## config.mk

```make
export PLATFORM = sky130hd
export DESIGN_NAME = vnt_hash
export DESIGN_NICKNAME = d
export VERILOG_FILES = /design/src/sv/vnt_pkg.sv /design/src/sv/vnt_hash.sv
export SDC_FILE = /design/constraint.sdc
export NUM_CORES = 2
export LEC_CHECK = 0
export BUFFER_PORTS_ARGS = -buffer_cell sky130_fd_sc_hd__buf_2
export CAP_MARGIN = 5
export CORE_MARGIN = 2
export CORE_UTILIZATION = 50
export DETAILED_ROUTE_END_ITERATION = 6
export PLACE_DENSITY = 0.66
export SYNTH_ARGS = -nofsm -noshare
export SYNTH_HDL_FRONTEND = slang
export SYNTH_SLANG_ARGS = --single-unit
export TNS_END_PERCENT = 50
```

## constraint.sdc

```tcl
create_clock -name i_clk -period 13.45 [get_ports i_clk]
set_clock_uncertainty 0.05 [all_clocks]
set_input_delay 1.345 -clock i_clk [delete_from_list [all_inputs] [get_ports i_clk]]
set_output_delay 1.345 -clock i_clk [all_outputs]
set_load 0.02 [all_outputs]
```

## src/sv/vnt_pkg.sv

```systemverilog
// ----------------------------------------------------------------------------
// vnt_pkg
// Shared constants, codes and stage payload types of the terrain classifier.
// ----------------------------------------------------------------------------
package vnt_pkg;

    localparam int WORLD_HEIGHT = 256;
    localparam int CELL_SHIFT   = 4;
    localparam int SEED_W       = 32;
    localparam int HEIGHT_CFG_W = 12;
    localparam int COORD_W      = 32;
    localparam int Y_W          = 16;
    localparam int FRAC_W       = CELL_SHIFT;
    localparam int NOISE_W      = 24;
    localparam int ROW_W        = 28;
    localparam int BLEND_W      = 32;
    localparam int SURF_W       = 14;
    localparam int KIND_W       = 3;
    localparam int CFG_ADDR_W   = 2;
    localparam int CFG_DATA_W   = 32;
    localparam int IN_DATA_W    = 80;
    localparam int OUT_DATA_W   = 24;

    localparam logic [31:0] HASH_MUL_X   = 32'd374761393;
    localparam logic [31:0] HASH_MUL_Z   = 32'd668265263;
    localparam logic [31:0] HASH_MUL_MIX = 32'd1274126177;

    localparam logic [CFG_ADDR_W-1:0] CFG_SEED      = 2'd0;
    localparam logic [CFG_ADDR_W-1:0] CFG_BASE      = 2'd1;
    localparam logic [CFG_ADDR_W-1:0] CFG_AMPLITUDE = 2'd2;

    localparam logic [HEIGHT_CFG_W-1:0] BASE_RESET      = 12'd64;
    localparam logic [HEIGHT_CFG_W-1:0] AMPLITUDE_RESET = 12'd16;

    localparam logic [KIND_W-1:0] KIND_AIR     = 3'd0;
    localparam logic [KIND_W-1:0] KIND_BEDROCK = 3'd1;
    localparam logic [KIND_W-1:0] KIND_GRASS   = 3'd2;
    localparam logic [KIND_W-1:0] KIND_DIRT    = 3'd3;
    localparam logic [KIND_W-1:0] KIND_STONE   = 3'd4;

    // Corner order: 0 (x0,z0), 1 (x1,z0), 2 (x0,z1), 3 (x1,z1).
    typedef struct packed {
        logic [3:0][31:0]       mix;
        logic [FRAC_W-1:0]      fx;
        logic [FRAC_W-1:0]      fz;
        logic signed [Y_W-1:0]  wy;
    } t_hash_out;

    typedef struct packed {
        logic                     neg;
        logic [HEIGHT_CFG_W-1:0]  q;
        logic signed [Y_W-1:0]    wy;
    } t_blend_out;

endpackage

```

## src/sv/vnt_hash.sv

```systemverilog
// ----------------------------------------------------------------------------
// vnt_hash
// Two pipeline stages that find the lattice cell and mix the four corner hashes.
// ----------------------------------------------------------------------------
module vnt_hash (
    input  logic                                  i_clk,
    input  logic                                  i_rst_n,
    input  logic                                  i_valid,
    output logic                                  o_ready,
    input  logic signed [vnt_pkg::COORD_W-1:0]    i_x,
    input  logic signed [vnt_pkg::Y_W-1:0]        i_y,
    input  logic signed [vnt_pkg::COORD_W-1:0]    i_z,
    input  logic [vnt_pkg::SEED_W-1:0]            i_seed,
    output logic                                  o_valid,
    input  logic                                  i_ready,
    output vnt_pkg::t_hash_out                    o_data
);

    logic                            r_a_v;
    logic [1:0][31:0]                r_a_px;
    logic [1:0][31:0]                r_a_pz;
    logic [vnt_pkg::FRAC_W-1:0]      r_a_fx;
    logic [vnt_pkg::FRAC_W-1:0]      r_a_fz;
    logic signed [vnt_pkg::Y_W-1:0]  r_a_wy;
    logic                            r_b_v;
    vnt_pkg::t_hash_out              r_b_data;

    logic             w_en_a;
    logic             w_en_b;
    logic [31:0]      w_cx0;
    logic [31:0]      w_cx1;
    logic [31:0]      w_cz0;
    logic [31:0]      w_cz1;
    logic [1:0][31:0] n_px;
    logic [1:0][31:0] n_pz;
    logic [3:0][31:0] w_h;
    logic [3:0][31:0] w_hs;
    logic [3:0][31:0] n_mix;

    assign w_en_b  = !r_b_v || i_ready;
    assign w_en_a  = !r_a_v || w_en_b;
    assign o_ready = w_en_a;

    assign w_cx0 = 32'(i_x >>> vnt_pkg::CELL_SHIFT);
    assign w_cz0 = 32'(i_z >>> vnt_pkg::CELL_SHIFT);
    assign w_cx1 = w_cx0 + 32'd1;
    assign w_cz1 = w_cz0 + 32'd1;

    always_comb begin
        n_px[0] = w_cx0 * vnt_pkg::HASH_MUL_X;
        n_px[1] = w_cx1 * vnt_pkg::HASH_MUL_X;
        n_pz[0] = w_cz0 * vnt_pkg::HASH_MUL_Z;
        n_pz[1] = w_cz1 * vnt_pkg::HASH_MUL_Z;
    end

    always_comb begin
        for (int k = 0; k < 4; k++) begin
            w_h[k]   = i_seed ^ r_a_px[k % 2] ^ r_a_pz[k / 2];
            w_hs[k]  = w_h[k] ^ (w_h[k] >> 13);
            n_mix[k] = w_hs[k] * vnt_pkg::HASH_MUL_MIX;
        end
    end

    always_ff @(posedge i_clk) begin
        if (!i_rst_n) begin
            r_a_v <= 1'b0;
            r_b_v <= 1'b0;
        end else begin
            if (w_en_a) begin
                r_a_v <= i_valid;
            end
            if (w_en_b) begin
                r_b_v <= r_a_v;
            end
        end
    end

    always_ff @(posedge i_clk) begin
        if (w_en_a) begin
            r_a_px <= n_px;
            r_a_pz <= n_pz;
            r_a_fx <= i_x[vnt_pkg::FRAC_W-1:0];
            r_a_fz <= i_z[vnt_pkg::FRAC_W-1:0];
            r_a_wy <= i_y;
        end
        if (w_en_b) begin
            r_b_data.mix <= n_mix;
            r_b_data.fx  <= r_a_fx;
            r_b_data.fz  <= r_a_fz;
            r_b_data.wy  <= r_a_wy;
        end
    end

    assign o_valid = r_b_v;
    assign o_data  = r_b_data;

endmodule

```

== Word-level counts from Yosys, hierarchy flattened ==
Index checks and enable logic that the tools add are counted.
Storage, ports and cells
  bits in registers: 306
  output and inout bits: 154
  logic and storage cells: 40
Operators by class
  add/sub/neg operators: 2
  multiply operators: 8
  bitwise logic cells: 10
  reductions and logical operators: 4
Operators by type and width (count)
  $xor 32x32->32: 6
  $mul 32x31->32 const B: 4
  $xor 32x19->32: 4
  $add 28x2->29 const B: 2
  $mul 28x30->32 const B: 1
  $mul 28x31->32 const B: 1
  $mul 29x30->32 const B: 1
  $mul 29x31->32 const B: 1
  $logic_not 1->1: 2
  $logic_or 1x1->1: 2

== Longest topological paths before layout ==
  word-level depth: 4
  mapped depth: 32
  gate-level depth less buffers: 32

== Least setup slack after synthesis ==
Ideal clock, no wire load.
  path kind: input to register
  from: in i_z[8] (netlist name)
  to: reg r_a_pz[60] (netlist name) (data pin)
  library setup time: 0.259 ns
  arrival: 8.469 ns
  path slack: 4.672 ns
  stages on the path: 27
  cells stage by stage: ha_1 > nand3_2 > or4_4 > buf_6 > nor3_1 > and3_1 > xnor2_1 > inv_1 > fa_1 > inv_1 > ha_1 > fa_1 > inv_1 > fa_1 > inv_1 > fa_1 > fa_1 > fa_1 > inv_1 > fa_1 > inv_1 > ha_1 > or3_1 > or3_1 > a211o_1 > and3_1 > a211o_1
RTL lines
  start, declared: RTL line vnt_hash.sv:12  | input logic signed [vnt_pkg::COORD_W-1:0] i_z,
  end signal, assigned: RTL line vnt_hash.sv:81  | r_a_pz <= n_pz;
  end, declared: RTL line vnt_hash.sv:21  | logic [1:0][31:0] r_a_pz;

==> results_dict.tcl <==
set metrics [dict create \
    avgRoutedWirePerCell_um 20.91 \
    firstDrtPassIters 5 \
    critical_path_class "in2reg" \
    cp.required_ns 13.75 \
    die-area_mm2 0.1617 \
    min_period_over_period 0.7077 \
    synth_edf_count 304 \
    hold_path.class "reg2reg" \
    htree_num_levels 2 \
    multi_input_area_mm2 0.06073 \
    pre_cts_ws_ns 3.314 \
    die_h_um 402.1 \
    drive_gt1_frac 0.05637 \
    yosysUniqueCellTypes 70 \
    vias_per_cell 5.097 \
    drtAntennaViolNets 0 \
    relSlewSlack 0.2250 \
    drtIter0Drc 2821 \
    fin_tns_setup_ns 0 \
    finalNetCount 10900 \
    drv_slew 0 \
    syn_area_per_cell_um2 10.65 \
    critical_path.startpoint_type "primary input" \
    cts_root_buffer "clkbuf_16" \
    synth.cell_area_mm2 0.07923 \
    cts_num_sinks 306 \
    grt_pass1_vias 56504 \
    postCtsSetupBuffers 0 \
    cap_violations 0 \
    nFillCells 14093 \
    placed_area_mm2 0.08368 \
    grt_usage 0.2672 \
    postLayoutCellArea_mm2 0.08503 \
    synthToLayoutAreaGrowth_pct 7.316 \
    die-width_um 402.1 \
    grt_max_degree 90 \
    insertion_delay_ns 0.62 \
    vias 50555 \
    tightestPinTransition_ns 1.154 \
    path_max_fanout 15 \
    async_flop_share 0 \
    period_minus_slack_ns 9.519 \
    syn-num-nets 10530 \
    seq_area_mm2 0.009169 \
    placeableCoreArea_mm2 0.1578 \
    cts_resized 0 \
    yosys_register_bits 306 \
    routed_wl_um 207400 \
    syn_inst 7440 \
    ys.flop_type "edfxtp_1" \
    holdBufCountCts 0 \
    drc 0 \
    antenna_found_initial 11 \
    setup_ws_ns 3.931 \
    start_util 0.5020 \
    numCtsBuffers 41 \
    setup_viol 0 \
    clkTransAtPathRegs_ns 0.06 \
    port_buffers 269 \
    ios 270 \
    yosysSeqAreaShare 0.1157 \
    mostFrequentLayoutCell "inv_1" \
    timing.fmax_mhz 105.1 \
    clockBufferDepth 3 \
    endpoint_kind "flip-flop" \
    grt_overflow 0 \
    yosysWarnings 0 \
    finalHoldViolCount 0 \
    cts_tree "yes" \
    rsz0062_at_grt "false" \
    rows 146 \
    mostFrequentLayoutCells "2489 x inv_1, 1552 x fa_1, 1422 x ha_1, 542 x xnor2_1, 304 x edfxtp_1" \
    grt_first_pass_wirelength_um 327700 \
    place_congestion 0.9651 \
    arrival_ns 9.82 \
    status "completed" \
    dp_hpwl_um 187900 \
]
==> state kept, by name, summed over array words and instances, names as in the netlist <==
register	count
r_a_fx	4
o_valid	1
o_data	152
r_a_fz	4
r_a_pz	64
r_a_px	64
r_a_v	1
r_a_wy	16
==> worst paths after layout <==
check                   from         end  slack (ns)  cells after the start
setup / recovery      i_z[4]  r_a_pz[60]        3.93                     28
hold / removal     r_a_fx[1]  o_data[21]        0.37                      0
setup reg to reg  r_a_pz[21]  o_data[55]        4.47                     25
hold reg to reg    r_a_fx[1]  o_data[21]        0.37                      0
==> final cells by class <==
class,instances,area share
Clock buffer,41,0.01207
Sequential cell,306,0.1078
Antenna cell,6,0.0001766
Tap cell,2072,0.03049
Clock inverter,33,0.003635
Inverter,2490,0.1100
Timing Repair Buffer,335,0.02166
Multi-Input combinational cell,4636,0.7142
==> cells by family (layout without fill, tap and decap cells) <==
kind of cell	Yosys count	after routing	share of synthesized area
buffers and inverters	2498	2899	0.1184
and+or+nand+nor	460	460	0.02879
adders and majority gates	2974	2974	0.6167
DFF	306	306	0.1157
other	0	6	0
muxes	6	6	0.0007738
AOI/OAI and AO/OA	452	452	0.03700
xor gates and xnor gates	744	744	0.08260
==> metrics by stage <==
| step | hold slack, ns | utilization | cells |
|---|---|---|---|
| floorplan | 0.3503 | - | 7440 |
| global placement | 0.3507 | 0.5302 | 9839 |
| detailed placement | 0.3552 | 0.5302 | 9839 |
| CTS | 0.3695 | 0.5386 | 9913 |
| global route | 0.3774 | 0.5387 | 9915 |
| finish | 0.3678 | 0.5387 | 9919 |
==> synthesized netlist by cell type (all sizes together) (21+ instances only) <==
master	number	area, µm²
xor2	194	1699
nor2	111	424.2
a211oi	21	157.7
nor3	50	250.2
o21bai	27	202.7
o21a	27	202.7
a21o	48	360.4
xnor2	549	4823
nand3	50	255.3
fa	1552	31070
inv	2490	9346
a21oi	143	715.7
ha	1422	17790
o21ai	76	380.4
nand2	102	382.9
nand2b	24	150.1
edfxtp	304	9129
==> layer usage <==
layer,global-route usage,vias to the layer above,routed length (µm)
li1,-,23272,-
met1,0.3640,25795,90120
met2,0.4438,1186,98380
met3,0.04018,288,12120
met4,0.07624,14,6731
met5,0,-,82
==> worst max-delay path: stages <==
cell and delay, ns:
buf_2 0.44, buf_4 0.34, ha_1 0.29, nand3_2 0.14, or4_4 0.58, nor3_1 0.32
and3_1 0.25, xnor2_1 0.29, inv_1 0.20, fa_1 0.56, inv_1 0.05, ha_1 0.22
fa_1 0.49, inv_1 0.06, fa_1 0.53, inv_1 0.05, fa_1 0.46, fa_1 0.40
fa_1 0.51, inv_1 0.06, fa_1 0.50, inv_1 0.04, ha_1 0.20, or3_1 0.43
or3_1 0.36, a211o_1 0.28, and3_1 0.16, a211o_1 0.23
Power is not shown: default switching activity piles up to over one toggle a cycle in this logic, so the estimate is an artifact.
