<file path="config.mk">
export PLATFORM = sky130hd
export DESIGN_NAME = vnt_blend
export DESIGN_NICKNAME = d
export VERILOG_FILES = /design/src/sv/vnt_pkg.sv /design/src/sv/vnt_blend.sv
export SDC_FILE = /design/constraint.sdc
export NUM_CORES = 2
export LEC_CHECK = 0
export BUFFER_PORTS_ARGS = -buffer_cell sky130_fd_sc_hd__buf_2
export CORE_UTILIZATION = 42
export DETAILED_ROUTE_END_ITERATION = 6
export PLACE_DENSITY = 0.61
export SLEW_MARGIN = 15
export SYNTH_ARGS = -nofsm -noshare
export SYNTH_HDL_FRONTEND = slang
export SYNTH_SLANG_ARGS = --single-unit
</file>
<file path="constraint.sdc">
create_clock -name i_clk -period 16 [get_ports i_clk]
set_input_delay 1.6 -clock i_clk [delete_from_list [all_inputs] [get_ports i_clk]]
set_output_delay 1.6 -clock i_clk [all_outputs]
set_load 0.005 [all_outputs]
</file>
<file path="src/sv/vnt_pkg.sv">
// ----------------------------------------------------------------------------
// vnt_pkg
// Shared constants, codes and stage payload types of the terrain classifier.
// ----------------------------------------------------------------------------
package vnt_pkg;

    localparam int WORLD_HEIGHT = 256;
    localparam int CELL_SHIFT   = 4;
    localparam int SEED_W       = 32;
    localparam int HEIGHT_CFG_W = 12;
    localparam int COORD_W      = 32;
    localparam int Y_W          = 16;
    localparam int FRAC_W       = CELL_SHIFT;
    localparam int NOISE_W      = 24;
    localparam int ROW_W        = 28;
    localparam int BLEND_W      = 32;
    localparam int SURF_W       = 14;
    localparam int KIND_W       = 3;
    localparam int CFG_ADDR_W   = 2;
    localparam int CFG_DATA_W   = 32;
    localparam int IN_DATA_W    = 80;
    localparam int OUT_DATA_W   = 24;

    localparam logic [31:0] HASH_MUL_X   = 32'd374761393;
    localparam logic [31:0] HASH_MUL_Z   = 32'd668265263;
    localparam logic [31:0] HASH_MUL_MIX = 32'd1274126177;

    localparam logic [CFG_ADDR_W-1:0] CFG_SEED      = 2'd0;
    localparam logic [CFG_ADDR_W-1:0] CFG_BASE      = 2'd1;
    localparam logic [CFG_ADDR_W-1:0] CFG_AMPLITUDE = 2'd2;

    localparam logic [HEIGHT_CFG_W-1:0] BASE_RESET      = 12'd64;
    localparam logic [HEIGHT_CFG_W-1:0] AMPLITUDE_RESET = 12'd16;

    localparam logic [KIND_W-1:0] KIND_AIR     = 3'd0;
    localparam logic [KIND_W-1:0] KIND_BEDROCK = 3'd1;
    localparam logic [KIND_W-1:0] KIND_GRASS   = 3'd2;
    localparam logic [KIND_W-1:0] KIND_DIRT    = 3'd3;
    localparam logic [KIND_W-1:0] KIND_STONE   = 3'd4;

    // Corner order: 0 (x0,z0), 1 (x1,z0), 2 (x0,z1), 3 (x1,z1).
    typedef struct packed {
        logic [3:0][31:0]       mix;
        logic [FRAC_W-1:0]      fx;
        logic [FRAC_W-1:0]      fz;
        logic signed [Y_W-1:0]  wy;
    } t_hash_out;

    typedef struct packed {
        logic                     neg;
        logic [HEIGHT_CFG_W-1:0]  q;
        logic signed [Y_W-1:0]    wy;
    } t_blend_out;

endpackage

</file>
<file path="src/sv/vnt_blend.sv">
// ----------------------------------------------------------------------------
// vnt_blend
// Three pipeline stages: bilinear blend of the corner noise and height offset.
// ----------------------------------------------------------------------------
module vnt_blend (
    input  logic                                   i_clk,
    input  logic                                   i_rst_n,
    input  logic                                   i_valid,
    output logic                                   o_ready,
    input  vnt_pkg::t_hash_out                     i_data,
    input  logic [vnt_pkg::HEIGHT_CFG_W-1:0]       i_amplitude,
    output logic                                   o_valid,
    input  logic                                   i_ready,
    output vnt_pkg::t_blend_out                    o_data
);

    logic                            r_c_v;
    logic [vnt_pkg::ROW_W-1:0]       r_c_r0;
    logic [vnt_pkg::ROW_W-1:0]       r_c_r1;
    logic [vnt_pkg::FRAC_W-1:0]      r_c_fz;
    logic signed [vnt_pkg::Y_W-1:0]  r_c_wy;
    logic                            r_d_v;
    logic [vnt_pkg::BLEND_W-1:0]     r_d_mag;
    logic                            r_d_neg;
    logic signed [vnt_pkg::Y_W-1:0]  r_d_wy;
    logic                            r_e_v;
    vnt_pkg::t_blend_out             r_e_data;

    logic                                w_en_c;
    logic                                w_en_d;
    logic                                w_en_e;
    logic [3:0][vnt_pkg::NOISE_W-1:0]    w_v;
    logic [vnt_pkg::FRAC_W:0]            w_wx0;
    logic [vnt_pkg::FRAC_W:0]            w_wz0;
    logic [vnt_pkg::ROW_W:0]             w_row0;
    logic [vnt_pkg::ROW_W:0]             w_row1;
    logic [vnt_pkg::BLEND_W:0]           w_sum;
    logic [vnt_pkg::BLEND_W-1:0]         w_n;
    logic                                n_neg;
    logic [vnt_pkg::BLEND_W-1:0]         n_mag;
    logic [43:0]                         w_prod;
    logic [44:0]                         w_round;

    assign w_en_e  = !r_e_v || i_ready;
    assign w_en_d  = !r_d_v || w_en_e;
    assign w_en_c  = !r_c_v || w_en_d;
    assign o_ready = w_en_c;

    always_comb begin
        for (int k = 0; k < 4; k++) begin
            w_v[k] = i_data.mix[k][vnt_pkg::NOISE_W-1:0]
                   ^ {8'd0, i_data.mix[k][31:16]};
        end
    end

    assign w_wx0  = 5'd16 - {1'b0, i_data.fx};
    assign w_row0 = 29'(w_v[0]) * 29'(w_wx0) + 29'(w_v[1]) * 29'({1'b0, i_data.fx});
    assign w_row1 = 29'(w_v[2]) * 29'(w_wx0) + 29'(w_v[3]) * 29'({1'b0, i_data.fx});

    assign w_wz0 = 5'd16 - {1'b0, r_c_fz};
    assign w_sum = 33'(r_c_r0) * 33'(w_wz0) + 33'(r_c_r1) * 33'({1'b0, r_c_fz});
    assign w_n   = w_sum[vnt_pkg::BLEND_W-1:0];
    assign n_neg = !w_n[31];
    assign n_mag = n_neg ? (32'h8000_0000 - w_n) : (w_n - 32'h8000_0000);

    assign w_prod  = r_d_mag * i_amplitude;
    assign w_round = 45'(w_prod) + 45'h0_4000_0000;

    always_ff @(posedge i_clk) begin
        if (!i_rst_n) begin
            r_c_v <= 1'b0;
            r_d_v <= 1'b0;
            r_e_v <= 1'b0;
        end else begin
            if (w_en_c) begin
                r_c_v <= i_valid;
            end
            if (w_en_d) begin
                r_d_v <= r_c_v;
            end
            if (w_en_e) begin
                r_e_v <= r_d_v;
            end
        end
    end

    always_ff @(posedge i_clk) begin
        if (w_en_c) begin
            r_c_r0 <= w_row0[vnt_pkg::ROW_W-1:0];
            r_c_r1 <= w_row1[vnt_pkg::ROW_W-1:0];
            r_c_fz <= i_data.fz;
            r_c_wy <= i_data.wy;
        end
        if (w_en_d) begin
            r_d_mag <= n_mag;
            r_d_neg <= n_neg;
            r_d_wy  <= r_c_wy;
        end
        if (w_en_e) begin
            r_e_data.neg <= r_d_neg;
            r_e_data.q   <= w_round[42:31];
            r_e_data.wy  <= r_d_wy;
        end
    end

    assign o_valid = r_e_v;
    assign o_data  = r_e_data;

endmodule

</file>
# == Word-level counts from Yosys, hierarchy flattened ==
# Cells that the tools add are included.
# totals
reg_bits,157
inputBits,168
output_inout_bits,31
wordCells,40
# op_classes
addsub,8
n_mul,7
muxes,1
bitwise,4
reduce_logical,7
# op_table
cell,count
24-bit by 16-bit bitwise XOR with 24-bit output,4
28-bit adder,2
24-bit by 4-bit multiplier with 28-bit output,2
24-bit by 5-bit multiplier with 28-bit output,2
"43-bit by 31-bit adder with 43-bit output, second input constant",1
32-bit by 12-bit multiplier with 43-bit output,1
32-bit adder,1
28-bit by 4-bit multiplier with 32-bit output,1
28-bit by 5-bit multiplier with 32-bit output,1
32-bit 2-to-1 mux,1
"32-bit subtractor, first input constant",1
"32-bit subtractor, second input constant",1
"5-bit by 4-bit subtractor with 5-bit output, first input constant",2
1-bit logical NOT,4
1-bit logical OR,3

# == Depth between registers and ports, before layout ==
# logic_depth
depth_word,5
ltp_mapped,28
ltp_nobuf,23

# == Worst setup path after synthesis ==
# Ideal clock, no wire load.
# synth_path
kind,input port to flip-flop
from,input i_data[21] (netlist bit)
to,"register r_c_r1[27] (netlist bit), data pin"
setup_time_ns,0.260
arrival_time_ns,7.627
required_time_ns,15.740
path_slack_ns,8.113
stages,26
n_path_buf,5
cell_sequence,clkbuf_1 clkbuf_1 clkbuf_1 inv_1 ha_1 or3b_2 clkbuf_1 clkbuf_1 nor2_1 fa_1 inv_1 fa_1 fa_1 inv_1 fa_1 ha_1 o21a_1 o21ai_0 a21oi_1 a221oi_1 nor4b_1 o41ai_1 o211a_1 o21bai_1 a21oi_1 xnor2_1
# synth_between
elab_chain_cells,3
word_cells_on_any_way,4
cone_classes,2 x add/sub; 2 x mul
# synth_lines
item,line,rtl
start: declaration,vnt_blend.sv:10,"input vnt_pkg::t_hash_out i_data,"
5-bit by 4-bit subtractor with 5-bit output,vnt_blend.sv:56,"assign w_wx0 = 5'd16 - {1'b0, i_data.fx};"
24-bit by 5-bit multiplier with 28-bit output,vnt_blend.sv:58,"assign w_row1 = 29'(w_v[2]) * 29'(w_wx0) + 29'(w_v[3]) * 29'({1'b0, i_data.fx});"
28-bit adder (*),vnt_blend.sv:58,
net w_row1 (one bit),vnt_blend.sv:36,logic [vnt_pkg::ROW_W:0] w_row1;
end signal: assignment,vnt_blend.sv:90,r_c_r1 <= w_row1[vnt_pkg::ROW_W-1:0];
end: declaration,vnt_blend.sv:19,logic [vnt_pkg::ROW_W-1:0] r_c_r1;
# Mark *: on every way through the listed nets, which the timed path passes. The rest lies on a longest branch.
# A chain may end at the register's enable or synchronous reset.

# == Worst setup path in the final report ==
# layout_path
from,input i_data[20] (netlist bit)
to,"register r_c_r1[27] (netlist bit), data pin"
# Same word-level chain as after synthesis.

==> metrics.txt <==
status finished with violations; final wirelength 88000 um; layout cell share with drive strength beyond 1 0.0686; Synth Warn # 0; critical path data required time 16220 ps; pin count of the biggest net entering global routing 59; boundary pin count 199; CTS buffer count 17; number of synthesized register bits 157; Skew-Pair Late Insertion Delay 480 ps; Area after DPL between 30000 and 40000 sq um; P&R area growth vs syn 7.00%; root buf cell clkbuf_16; setup TNS 0 ps; worst-case clock buffer depth 2; max-cap viol count 0; commonest cells after routing, fill and taps aside inv_1, fa_1, nand2_1; hold depth 0; post-CTS setup buffer count 0; I/O Buffers 198; WS Path Type primary input to flop; Fill cells ~8.6k; EDFF count, synth ~150; global-route usage over all layers 0.206; Critical Path AT 9100 ps; die height roughly 300 um; design area 40200 sq um; Inserted Diodes 0; commonest non-fill, non-tap cell in the layout inv_1; die area roughly 91000 sq um; WL/cell 16.7 um; Clock Skews 21.1 ps; met2 wire length 43300 um; # H-tree levels 4; Row Count 109; Distinct cells, synth slightly below 80; CTS sink cnt ~160; die width 301 um; detailed-route via count around 26k; RSZ-0062 raised after global routing false; post-route ant nets 0; final hold vios 0; global-route wire length before repair 147000 um; worst relative slew slack 0.292; worst slack at placement 6600 ps; CTS tree yes; routability cong. 0.879; Main synth FF type edfxtp_1; FMAX ~110 MHz; cells on worst reg2reg path 23; core box area between 80000 and 90000 sq um; final worst slack 7120 ps; Critical Path Most Common Cell fa_1; cell types occupying the most area after synthesis fa_1, edfxtp_1, inv_1; CP Launch Type primary input; register-to-register setup slack 7980 ps; initial antenna violation count 0; Post-synth ARST share 0; cts hold-fix bufs 0; # setup viols final 0; CP endpoint r_c_r1[27]; HPWL after DPL 71700 um; HP Class flop to flop; critical path endpoint category flop; grt ovf 0; non-filler cells, final ~5.3k; vias in the first global route approximately 28k; worst path cell trace buf_2 -> buf_4 -> inv_1 -> ha_1 -> or3b_2 -> nor2_1 -> fa_1 -> inv_1 -> fa_1 -> fa_1 -> inv_1 -> fa_1 -> ha_1 -> o21a_1 -> o21ai_0 -> a21oi_1 -> a221oi_1 -> nor4b_1 -> o41ai_1 -> o211a_1 -> o21bai_1 -> a21oi_1 -> xnor2_1; metal3 WL 3790 um; sequential area share after synthesis 0.125; Syn Nets ~5.2k; worst reg2reg path endpoint r_d_mag[1]; Crit-path slowest cell or3b_2; Pre-Repair DR Iteration Count 7; min Tclk post-route a little under 9000 ps; Reg-to-Reg Start r_c_fz[0]; initial core utilization 0.424; met1 WL 38500 um; Vias/cell 4.94; Yosys top cell by area fa_1; synthesized area 37600 sq um; Syn Area/Cell 9.33 sq um; Slew Limit Fails 0; CP startpoint i_data[20]; critical path peak fanout 53; fin nets around 5.3k; failing checks design-rule violations; CTS resizes 0; Crit path depth 23; Synth top area share 0.430; worst-margin pin slew 1060 ps; crit share post-route 0.555; Mapped Cells between 4k and 5k; DRC 7; Worst-path clk slew 70 ps; CP delay by family, top adder cells; Inst Count DP 5244; CP bufs+invs 5; top sig layer met4; DR iter-0 viols 1275; CP max stage delay 750 ps
## cell usage after synthesis (4+ instances only)
library cell	instances
ha_1	235
nand2_1	692
a31oi_1	5
a211oi_1	12
nand3_1	25
inv_1	860
a211o_1	4
nand4_1	8
o211ai_1	5
nand4b_1	5
xnor2_1	118
nor4_1	6
o21ai_1	4
nand2b_1	10
o21a_1	19
a21oi_1	88
and3_1	12
o21ai_0	46
o31ai_1	6
nor2_1	125
and2_1	349
edfxtp_1	154
xor2_1	97
buf_1	4
clkbuf_1	156
nor3_1	18
or3_1	7
o21bai_1	11
fa_1	806
nor2b_1	20
a21o_1	39
## stage by stage
step | util | hold slack [ps]
floorplan | - | 400
global placement | 0.447 | 400
detailed placement | 0.447 | 405
CTS | 0.454 | 417
global route | 0.454 | 418
finish | 0.454 | 418
## cell families (layout without fill, tap and decap cells)
group,after synthesis,in the layout,share of synthesized area
AND/OR/NAND/NOR,1302,1302,0.163
adder cells (fa/ha/maj),1041,1041,0.508
buffers and inverters,1025,1112,0.103
AO/OA/AOI/OAI,282,282,0.0509
XOR/XNOR,215,215,0.0501
flip-flops,157,157,0.125
multiplexers,2,2,0.000566
## routing by layer
metal,vias to the layer above,GRT usage
li1,12151,-
met1,13199,0.270
met2,603,0.354
met3,105,0.0247
met4,0,0.0620
met5,-,0
## worst register-to-register path, delay by kind of cell (launching register included)
| kind | cells | cell delay, ps |
|---|---|---|
| buf+inv | 7 | 1290 |
| mux | 1 | 390 |
| fa+ha+maj | 6 | 3430 |
| compound gates | 6 | 1560 |
| xor+xnor | 1 | 160 |
| flops | 1 | 330 |
| simple gates | 2 | 590 |
## how the worst min path moves through the flow
stage,start,endpoint
finish,r_c_wy[10],r_d_wy[10]
global route,r_c_wy[6],r_d_wy[6]
CTS,r_c_wy[6],r_d_wy[6]
detailed placement,r_d_wy[0],o_data[0]
global placement,r_d_wy[6],o_data[6]
floorplan,r_d_wy[0],o_data[0]
## layout make-up
| type | instances | area, sq um | area share |
|---|---|---|---|
| clock buffer | 18 | 429 | 0.0107 |
| clock inverter | 14 | 146 | 0.00364 |
| inverter | 861 | 3230 | 0.0804 |
| multi-input combinational | 2842 | 29100 | 0.724 |
| sequential | 157 | 4680 | 0.117 |
| tap | 1165 | 1460 | 0.0363 |
| timing repair buffer | 219 | 1150 | 0.0286 |
## state kept, by name, indices dropped and copies added (netlist names)
register,flops
r_c_v,1
r_d_mag,32
r_d_wy,16
o_data,29
r_c_wy,16
r_c_r1,28
r_d_v,1
r_c_r0,28
r_c_fz,4
r_d_neg,1
o_valid,1
Power is left out: the tool's default activity adds up to more than one toggle a clock period on the data nets, which glitch-free logic cannot reach.
