**src/sv/vnt_pkg.sv**
```systemverilog
// ----------------------------------------------------------------------------
// vnt_pkg
// Shared constants, codes and stage payload types of the terrain classifier.
// ----------------------------------------------------------------------------
package vnt_pkg;

    localparam int WORLD_HEIGHT = 256;
    localparam int CELL_SHIFT   = 4;
    localparam int SEED_W       = 32;
    localparam int HEIGHT_CFG_W = 12;
    localparam int COORD_W      = 32;
    localparam int Y_W          = 16;
    localparam int FRAC_W       = CELL_SHIFT;
    localparam int NOISE_W      = 24;
    localparam int ROW_W        = 28;
    localparam int BLEND_W      = 32;
    localparam int SURF_W       = 14;
    localparam int KIND_W       = 3;
    localparam int CFG_ADDR_W   = 2;
    localparam int CFG_DATA_W   = 32;
    localparam int IN_DATA_W    = 80;
    localparam int OUT_DATA_W   = 24;

    localparam logic [31:0] HASH_MUL_X   = 32'd374761393;
    localparam logic [31:0] HASH_MUL_Z   = 32'd668265263;
    localparam logic [31:0] HASH_MUL_MIX = 32'd1274126177;

    localparam logic [CFG_ADDR_W-1:0] CFG_SEED      = 2'd0;
    localparam logic [CFG_ADDR_W-1:0] CFG_BASE      = 2'd1;
    localparam logic [CFG_ADDR_W-1:0] CFG_AMPLITUDE = 2'd2;

    localparam logic [HEIGHT_CFG_W-1:0] BASE_RESET      = 12'd64;
    localparam logic [HEIGHT_CFG_W-1:0] AMPLITUDE_RESET = 12'd16;

    localparam logic [KIND_W-1:0] KIND_AIR     = 3'd0;
    localparam logic [KIND_W-1:0] KIND_BEDROCK = 3'd1;
    localparam logic [KIND_W-1:0] KIND_GRASS   = 3'd2;
    localparam logic [KIND_W-1:0] KIND_DIRT    = 3'd3;
    localparam logic [KIND_W-1:0] KIND_STONE   = 3'd4;

    // Corner order: 0 (x0,z0), 1 (x1,z0), 2 (x0,z1), 3 (x1,z1).
    typedef struct packed {
        logic [3:0][31:0]       mix;
        logic [FRAC_W-1:0]      fx;
        logic [FRAC_W-1:0]      fz;
        logic signed [Y_W-1:0]  wy;
    } t_hash_out;

    typedef struct packed {
        logic                     neg;
        logic [HEIGHT_CFG_W-1:0]  q;
        logic signed [Y_W-1:0]    wy;
    } t_blend_out;

endpackage

```
**src/sv/vnt_classify.sv**
```systemverilog
// ----------------------------------------------------------------------------
// vnt_classify
// Two pipeline stages: surface height, then block class and output register.
// ----------------------------------------------------------------------------
module vnt_classify (
    input  logic                                  i_clk,
    input  logic                                  i_rst_n,
    input  logic                                  i_valid,
    output logic                                  o_ready,
    input  vnt_pkg::t_blend_out                   i_data,
    input  logic [vnt_pkg::HEIGHT_CFG_W-1:0]      i_base,
    output logic                                  o_valid,
    input  logic                                  i_ready,
    output logic [vnt_pkg::KIND_W-1:0]            o_kind,
    output logic signed [vnt_pkg::SURF_W-1:0]     o_height
);

    localparam logic signed [16:0] WorldTop = 17'(vnt_pkg::WORLD_HEIGHT);

    logic                                r_f_v;
    logic signed [vnt_pkg::SURF_W-1:0]   r_f_h;
    logic signed [vnt_pkg::Y_W-1:0]      r_f_wy;
    logic                                r_g_v;
    logic [vnt_pkg::KIND_W-1:0]          r_g_kind;
    logic signed [vnt_pkg::SURF_W-1:0]   r_g_h;

    logic                                w_en_f;
    logic                                w_en_g;
    logic [vnt_pkg::SURF_W-1:0]          w_q;
    logic signed [vnt_pkg::SURF_W-1:0]   n_h;
    logic signed [16:0]                  w_y;
    logic signed [16:0]                  w_h;
    logic [vnt_pkg::KIND_W-1:0]          n_kind;

    assign w_en_g  = !r_g_v || i_ready;
    assign w_en_f  = !r_f_v || w_en_g;
    assign o_ready = w_en_f;

    assign w_q = {2'b00, i_data.q};
    assign n_h = $signed({2'b00, i_base} + (i_data.neg ? -w_q : w_q));

    assign w_y = {r_f_wy[vnt_pkg::Y_W-1], r_f_wy};
    assign w_h = {{3{r_f_h[vnt_pkg::SURF_W-1]}}, r_f_h};

    always_comb begin
        if (w_y < 17'sd0 || w_y >= WorldTop) begin
            n_kind = vnt_pkg::KIND_AIR;
        end else if (w_y == 17'sd0) begin
            n_kind = vnt_pkg::KIND_BEDROCK;
        end else if (w_y > w_h) begin
            n_kind = vnt_pkg::KIND_AIR;
        end else if (w_y == w_h) begin
            n_kind = vnt_pkg::KIND_GRASS;
        end else if (w_y >= w_h - 17'sd2) begin
            n_kind = vnt_pkg::KIND_DIRT;
        end else begin
            n_kind = vnt_pkg::KIND_STONE;
        end
    end

    always_ff @(posedge i_clk) begin
        if (!i_rst_n) begin
            r_f_v <= 1'b0;
            r_g_v <= 1'b0;
        end else begin
            if (w_en_f) begin
                r_f_v <= i_valid;
            end
            if (w_en_g) begin
                r_g_v <= r_f_v;
            end
        end
    end

    always_ff @(posedge i_clk) begin
        if (w_en_f) begin
            r_f_h  <= n_h;
            r_f_wy <= i_data.wy;
        end
        if (w_en_g) begin
            r_g_kind <= n_kind;
            r_g_h    <= r_f_h;
        end
    end

    assign o_valid  = r_g_v;
    assign o_kind   = r_g_kind;
    assign o_height = r_g_h;

endmodule

```
**config.mk**
```make
export PLATFORM = sky130hd
export DESIGN_NAME = vnt_classify
export DESIGN_NICKNAME = d
export VERILOG_FILES = /design/src/sv/vnt_pkg.sv /design/src/sv/vnt_classify.sv
export SDC_FILE = /design/constraint.sdc
export NUM_CORES = 1
export LEC_CHECK = 0
export BUFFER_PORTS_ARGS = -buffer_cell sky130_fd_sc_hd__clkbuf_2
export CAP_MARGIN = 20
export CELL_PAD_IN_SITES_DETAIL_PLACEMENT = 0
export CELL_PAD_IN_SITES_GLOBAL_PLACEMENT = 1
export CORE_MARGIN = 2
export CORE_UTILIZATION = 39
export DETAILED_ROUTE_END_ITERATION = 12
export PLACE_DENSITY_LB_ADDON = 0.3
export SLEW_MARGIN = 20
export SYNTH_ARGS = -nofsm -noshare
export SYNTH_HDL_FRONTEND = slang
export SYNTH_SLANG_ARGS = --single-unit
export TNS_END_PERCENT = 30
```
**constraint.sdc**
```tcl
create_clock -name i_clk -period 2.8 [get_ports i_clk]
set_input_delay 0.56 -clock i_clk [delete_from_list [all_inputs] [get_ports i_clk]]
set_output_delay 0.56 -clock i_clk [all_outputs]
set_load 0.1 [all_outputs]
```
* After elaboration in Yosys (flattened, before gate mapping)
Cells that the tools add are included.
Widths: inputs -> output; s select.
** Storage, ports and cells
- Memories :: 0
- Bits of input ports :: 45
- Output and inout port bits :: 19
- Logic and storage cells :: 29
- ROM bits :: 0
- Bits in latches :: 0
- Bits in writable memories :: 0
- Bits in registers :: 49
** Cells by class
- Magnitude comparators :: 4
- $mul :: 0
- Add/sub/neg operators :: 3
- Bitwise operators :: 0
- Div/mod/pow operators :: 0
- Shifts and indexed selects :: 0
- Reduce and logical (&&, ||, !) cells :: 8
- Multiplexer cells :: 5
- Equality and inequality tests :: 1
** Operators with widths (count)
- $logic_not 17->1 :: 1
- $eq 16x14->1 :: 1
- $ge 16x10->1 const B :: 1
- $ge 16x15->1 :: 1
- $gt 16x14->1 :: 1
- $lt 16x1->1 const B :: 1
- $sub 14x3->15 const B :: 1
- $add 12x14->14 :: 1
- $mux 14 :: 1
- $neg 12->14 :: 1
- $reduce_or 4->1 :: 1
- $logic_or 1x1->1 :: 3
- $mux 3 :: 1
- $reduce_or 3->1 :: 1
- $logic_not 1->1 :: 2
- $mux 1 :: 2
- $mux 2 :: 1

* Longest topological paths before layout
- Word-level depth :: 6
- Depth in mapped cells :: 14
- Depth with buffers taken out :: 14

* Least setup slack after synthesis
OpenSTA, ideal clock, no wires.
- Kind :: input-to-reg
- Start :: input port i_data[19] (netlist bit)
- End :: register r_f_h[13] (netlist bit), data pin
- Arrival time :: 2.793 ns
- Required time :: 2.541 ns
- Slack :: -0.252 ns
- Library setup time :: 0.259 ns
- Stages on the path :: 10
- Path buffers :: 0
- Path through :: or4_4 -> or3_4 -> o21ai_0 -> xnor2_1 -> ha_1 -> and3_1 -> nand3_1 -> a31oi_1 -> nor2_1 -> a211o_1
** On the way
- Cells in the longest elaborated chain, start to end :: 3
** RTL lines
- start, declared :: line vnt_classify.sv:10 : input vnt_pkg::t_blend_out i_data,
- $neg 12->14 :: line vnt_classify.sv:40 : assign n_h = $signed({2'b00, i_base} + (i_data.neg ? -w_q : w_q));
- $mux 14 * :: line vnt_classify.sv:40
- $add 12x14->14 * :: line vnt_classify.sv:40
- via n_h, one bit :: line vnt_classify.sv:30 : logic signed [vnt_pkg::SURF_W-1:0] n_h;
- end signal, assigned :: line vnt_classify.sv:77 : r_f_h <= n_h;
- end, declared :: line vnt_classify.sv:21 : logic signed [vnt_pkg::SURF_W-1:0] r_f_h;
The timed path passes the listed nets; every way through them passes the cells marked *.
A chain may end at the register's enable or synchronous reset.

* Final worst setup path
- Start :: register r_f_h[3] (netlist bit)
- End :: register r_g_kind, in the netlist o_kind[1], data pin
** On the way
- Cells in the longest elaborated chain, start to end :: 4
- Elaborated cells on any way between the ends :: 7
- Classes of those cells :: add/sub: 1; order compare: 2; eq/ne: 1; mux: 2; reduce/logical: 1
** RTL lines
- $sub 14x3->15 :: line vnt_classify.sv:54 : end else if (w_y >= w_h - 17'sd2) begin
- $ge 16x15->1 :: line vnt_classify.sv:54
- $mux 3 :: line vnt_classify.sv:54
- $mux 2 :: line vnt_classify.sv:52 : end else if (w_y == w_h) begin
- end signal, assigned :: line vnt_classify.sv:81 : r_g_kind <= n_kind;
- end, declared :: line vnt_classify.sv:24 : logic [vnt_pkg::KIND_W-1:0] r_g_kind;
Several ways; a longest one is shown, not always the timed one.

==> results.json <==
{
  "combPwrFrac_pct": 49.6,
  "powerDensity_nw_per_um2": 685.8,
  "p_int_w": 0.001718,
  "power_switching_w": 0.001254,
  "synth_cell_types": 44,
  "synthCells": 290,
  "fin_crit_sh_pct": 109.0,
  "synth_compound_area_share_pct": 12.43,
  "tns_ns": -0.6868,
  "ctsLongestPathBuffers": 2,
  "r2r_cells": 14,
  "cp_max_fo": 3,
  "final_common_cell": "clkbuf_2",
  "synth_top_family_by_area": "adder cells",
  "syn-cell-area_um2": 3211,
  "synth_seq_cells": 49,
  "dr.pass1.iters": 4,
  "slew_violations": 0,
  "clk_latency_ns": 0.30,
  "synth_warnings": 0,
  "synthXorXnorAreaFrac_pct": 8.184,
  "htreeDepth": 2,
  "drc": 0,
  "cpMostUsedCell": "buf_4",
  "nNetsFinal": 507,
  "reg2reg_from": "r_f_h[3]",
  "rsz0062_at_grt": "yes",
  "synthToLayoutAreaGrowth_pct": 35.00,
  "hp-start": "i_data[11]",
  "clock_skew_ns": 0.005995,
  "core_um2": 8093,
  "startpoint": "r_f_h[3]",
  "n_antenna_cell": 0,
  "startpoint_type": "flip-flop",
  "tightest_slew_ns": 0.7481,
  "design_area_um2": 4334,
  "postRouteAntennaNets": 0,
  "drt-total-wl_um": 6869,
  "maxCapViolations": 0,
  "viasPerCell": 4.933,
  "p_sw_share_pct": 42.19,
  "fin_ws_ns": -0.2520,
  "cts_tree": "built",
  "cts_made_buffers": 5,
  "status": "complete, but fails checks",
  "dp_hpwl_um": 5583,
  "ioPinCount": 64,
  "synth_edf_count": 47,
  "die-area_um2": 8974,
  "drt-initial-drc-count": 44,
  "n_fill_cell": 760,
  "regArea_um2": 1451,
  "total_power_w": 0.002972,
  "synth_fa_ha_area_share_pct": 17.38,
  "irDropWorstVdd_uv": 368.3,
  "slowest_stage": "or4_4",
  "async_flop_share_pct": 0,
  "overflow": 0,
  "hold_ws_ns": 0.4246,
  "setup_viol": 4,
  "p_seq_share_pct": 35.3,
  "multi_input_area_um2": 1818,
  "final_hold_viol_count": 0,
  "final_cell_mix": "clkbuf_2, buf_4, edfxtp_1",
  "synthFlopType": "edfxtp_1",
  "clk_pin_slew_worst_paths_ns": 0.09,
  "drive_gt1_share_pct": 38.42,
  "die_w_um": 94.73,
  "synthMuxAreaShare_pct": 0,
  "critical_path_class": "reg2reg",
  "cp_slowest_stage_delay_ns": 0.54,
  "max_freq_mhz": 327.7,
  "required_ns": 2.86,
  "clkPwrFrac_pct": 15.2,
  "die_h_um": 94.73,
  "synth-simple-area-share_pct": 14.34,
  "antenna_found_initial": 0,
  "fin_crit_ns": 3.052,
  "slew_headroom_pct": 50.07,
  "seq_area_frac_synth_pct": 45.21,
  "holdPathStages": 1,
  "grt_pass1_vias": 2499,
  "cp-end-kind": "flip-flop",
  "initial_core_util_pct": 39.67,
  "grt_pass1_wl_um": 11020,
  "rows": 33,
  "track_usage_pct": 15.74,
  "arrival_ns": 3.12,
  "hold_path.class": "in2reg",
  "port_buffers": 63,
  "routedWlPerCell_um": 13.11,
  "vias": 2585,
  "root_buffer": "clkbuf_8",
  "synth_fp_nets": 379,
  "p_leak_nw": 1.977,
  "crit_chain": "nor4_2 -> buf_4 -> and4_4 -> nand2_2 -> xnor2_1 -> ha_2 -> or4_4 -> a21oi_4 -> buf_4 -> a2bb2oi_1 -> o211ai_1 -> nand3_2 -> o21ai_1 -> a21oi_1",
  "violations": "negative setup slack",
  "syn_avg_cell_area_um2": 11.07,
  "dpl_cell_area_um2": 4080,
  "grt_max_degree": 31,
  "cts_sinks": 49,
  "routabilityCongestion": 0.7321
}
-- layout make-up --
cell class	instances	share of cell area, %
multi-input cells	220	41.95
flip-flops and latches	49	33.49
repair buffers	122	17.49
well taps	105	3.031
clock buffers	6	1.905
inverters	20	1.732
clock inverters	2	0.4042
-- per-layer routing --
layer  vias to the layer above  track usage, %  part of all wire [%]
met2                        44           27.90                    51
met1                      1180           18.91                    43
li1                       1350               -                     -
met3                        11           3.272                   3.8
met4                         0           5.314                   1.9
met5                         -               0                     0
-- final timing paths --
| check | endpoint | slack, ns |
|---|---|---|
| worst max-delay path | o_kind[1] | -0.25 |
| worst min-delay path | r_f_wy[11] | 0.42 |
| worst max register to register | o_kind[1] | -0.25 |
| worst min register to register | o_height[12] | 0.47 |
-- worst max-delay path: cells and delay by family (launching register included) --
family / cells / cell delay (ns)
buf+inv: 2 / 0.28
fa+ha+maj: 1 / 0.17
compound gates: 5 / 0.56
simple gates: 5 / 1.26
xor+xnor: 1 / 0.13
flops: 1 / 0.41
-- synth_stat cells, drive strengths merged (2+ instances only) --
| cell | number | share of area (%) |
|---|---|---|
| a21o | 9 | 2.1 |
| or4 | 3 | 0.82 |
| ha | 43 | 17 |
| nor4 | 6 | 1.2 |
| nor2 | 11 | 1.3 |
| nor3b | 2 | 0.47 |
| nor3 | 8 | 1.2 |
| nand4 | 4 | 0.78 |
| inv | 20 | 2.3 |
| edfxtp | 47 | 44 |
| o21a | 5 | 1.2 |
| o211ai | 2 | 0.47 |
| xnor2 | 29 | 7.9 |
| o21ai | 13 | 2.0 |
| nor2b | 6 | 1.2 |
| nand3b | 2 | 0.47 |
| and3 | 3 | 0.58 |
| nand2 | 17 | 2.0 |
| nand2b | 3 | 0.58 |
| o31ai | 2 | 0.47 |
| nand3 | 13 | 2.0 |
| or3 | 5 | 1.3 |
| a21oi | 18 | 2.8 |
| o41ai | 2 | 0.78 |
| dfxtp | 2 | 1.2 |
-- power groups by stage --
stage          Combinational, W  Clock (W)  Sequential, W
6_report                0.00147   0.000451        0.00105
5_1_grt                 0.00161   0.000490        0.00107
4_1_cts                 0.00144   0.000466        0.00105
3_5_place_dp            0.00141          0        0.00106
3_3_place_gp            0.00139          0        0.00106
2_1_floorplan          0.000542          0        0.00150
-- registers in the layout, indices dropped and copies added, names as in the netlist --
name      cells
r_f_v         1
o_height     14
r_f_wy       16
o_valid       1
r_f_h        14
o_kind        3
-- logic make-up (layout without fill, tap and decap cells) --
logic type | Yosys count | count (layout)
and+or+nand+nor | 85 | 85
adders and majority gates | 44 | 44
buffers and inverters | 21 | 150
DFF | 49 | 49
AOI/OAI and AO/OA | 61 | 61
xor gates and xnor gates | 30 | 30
-- per-stage QoR --
stage,utilization (%),std cells,setup WS (ns)
2_1_floorplan,-,290,-0.1819
3_3_place_gp,50.42,513,-0.3371
3_5_place_dp,50.42,513,-0.3832
4_1_cts,52.35,524,-0.1803
5_1_grt,53.56,524,-0.3925
6_report,53.56,524,-0.2520
-- repair_timing --
item / in CTS / in global routing
hold buffers: 0 / 0
gates resized for setup: 12 / 21
endpoints found under the setup margin: 4 / 8
setup buffers: 3 / 0
pin swaps: 7 / 6
cloned: 0 / 0
Note: power is estimated with default switching activity, not from simulation.
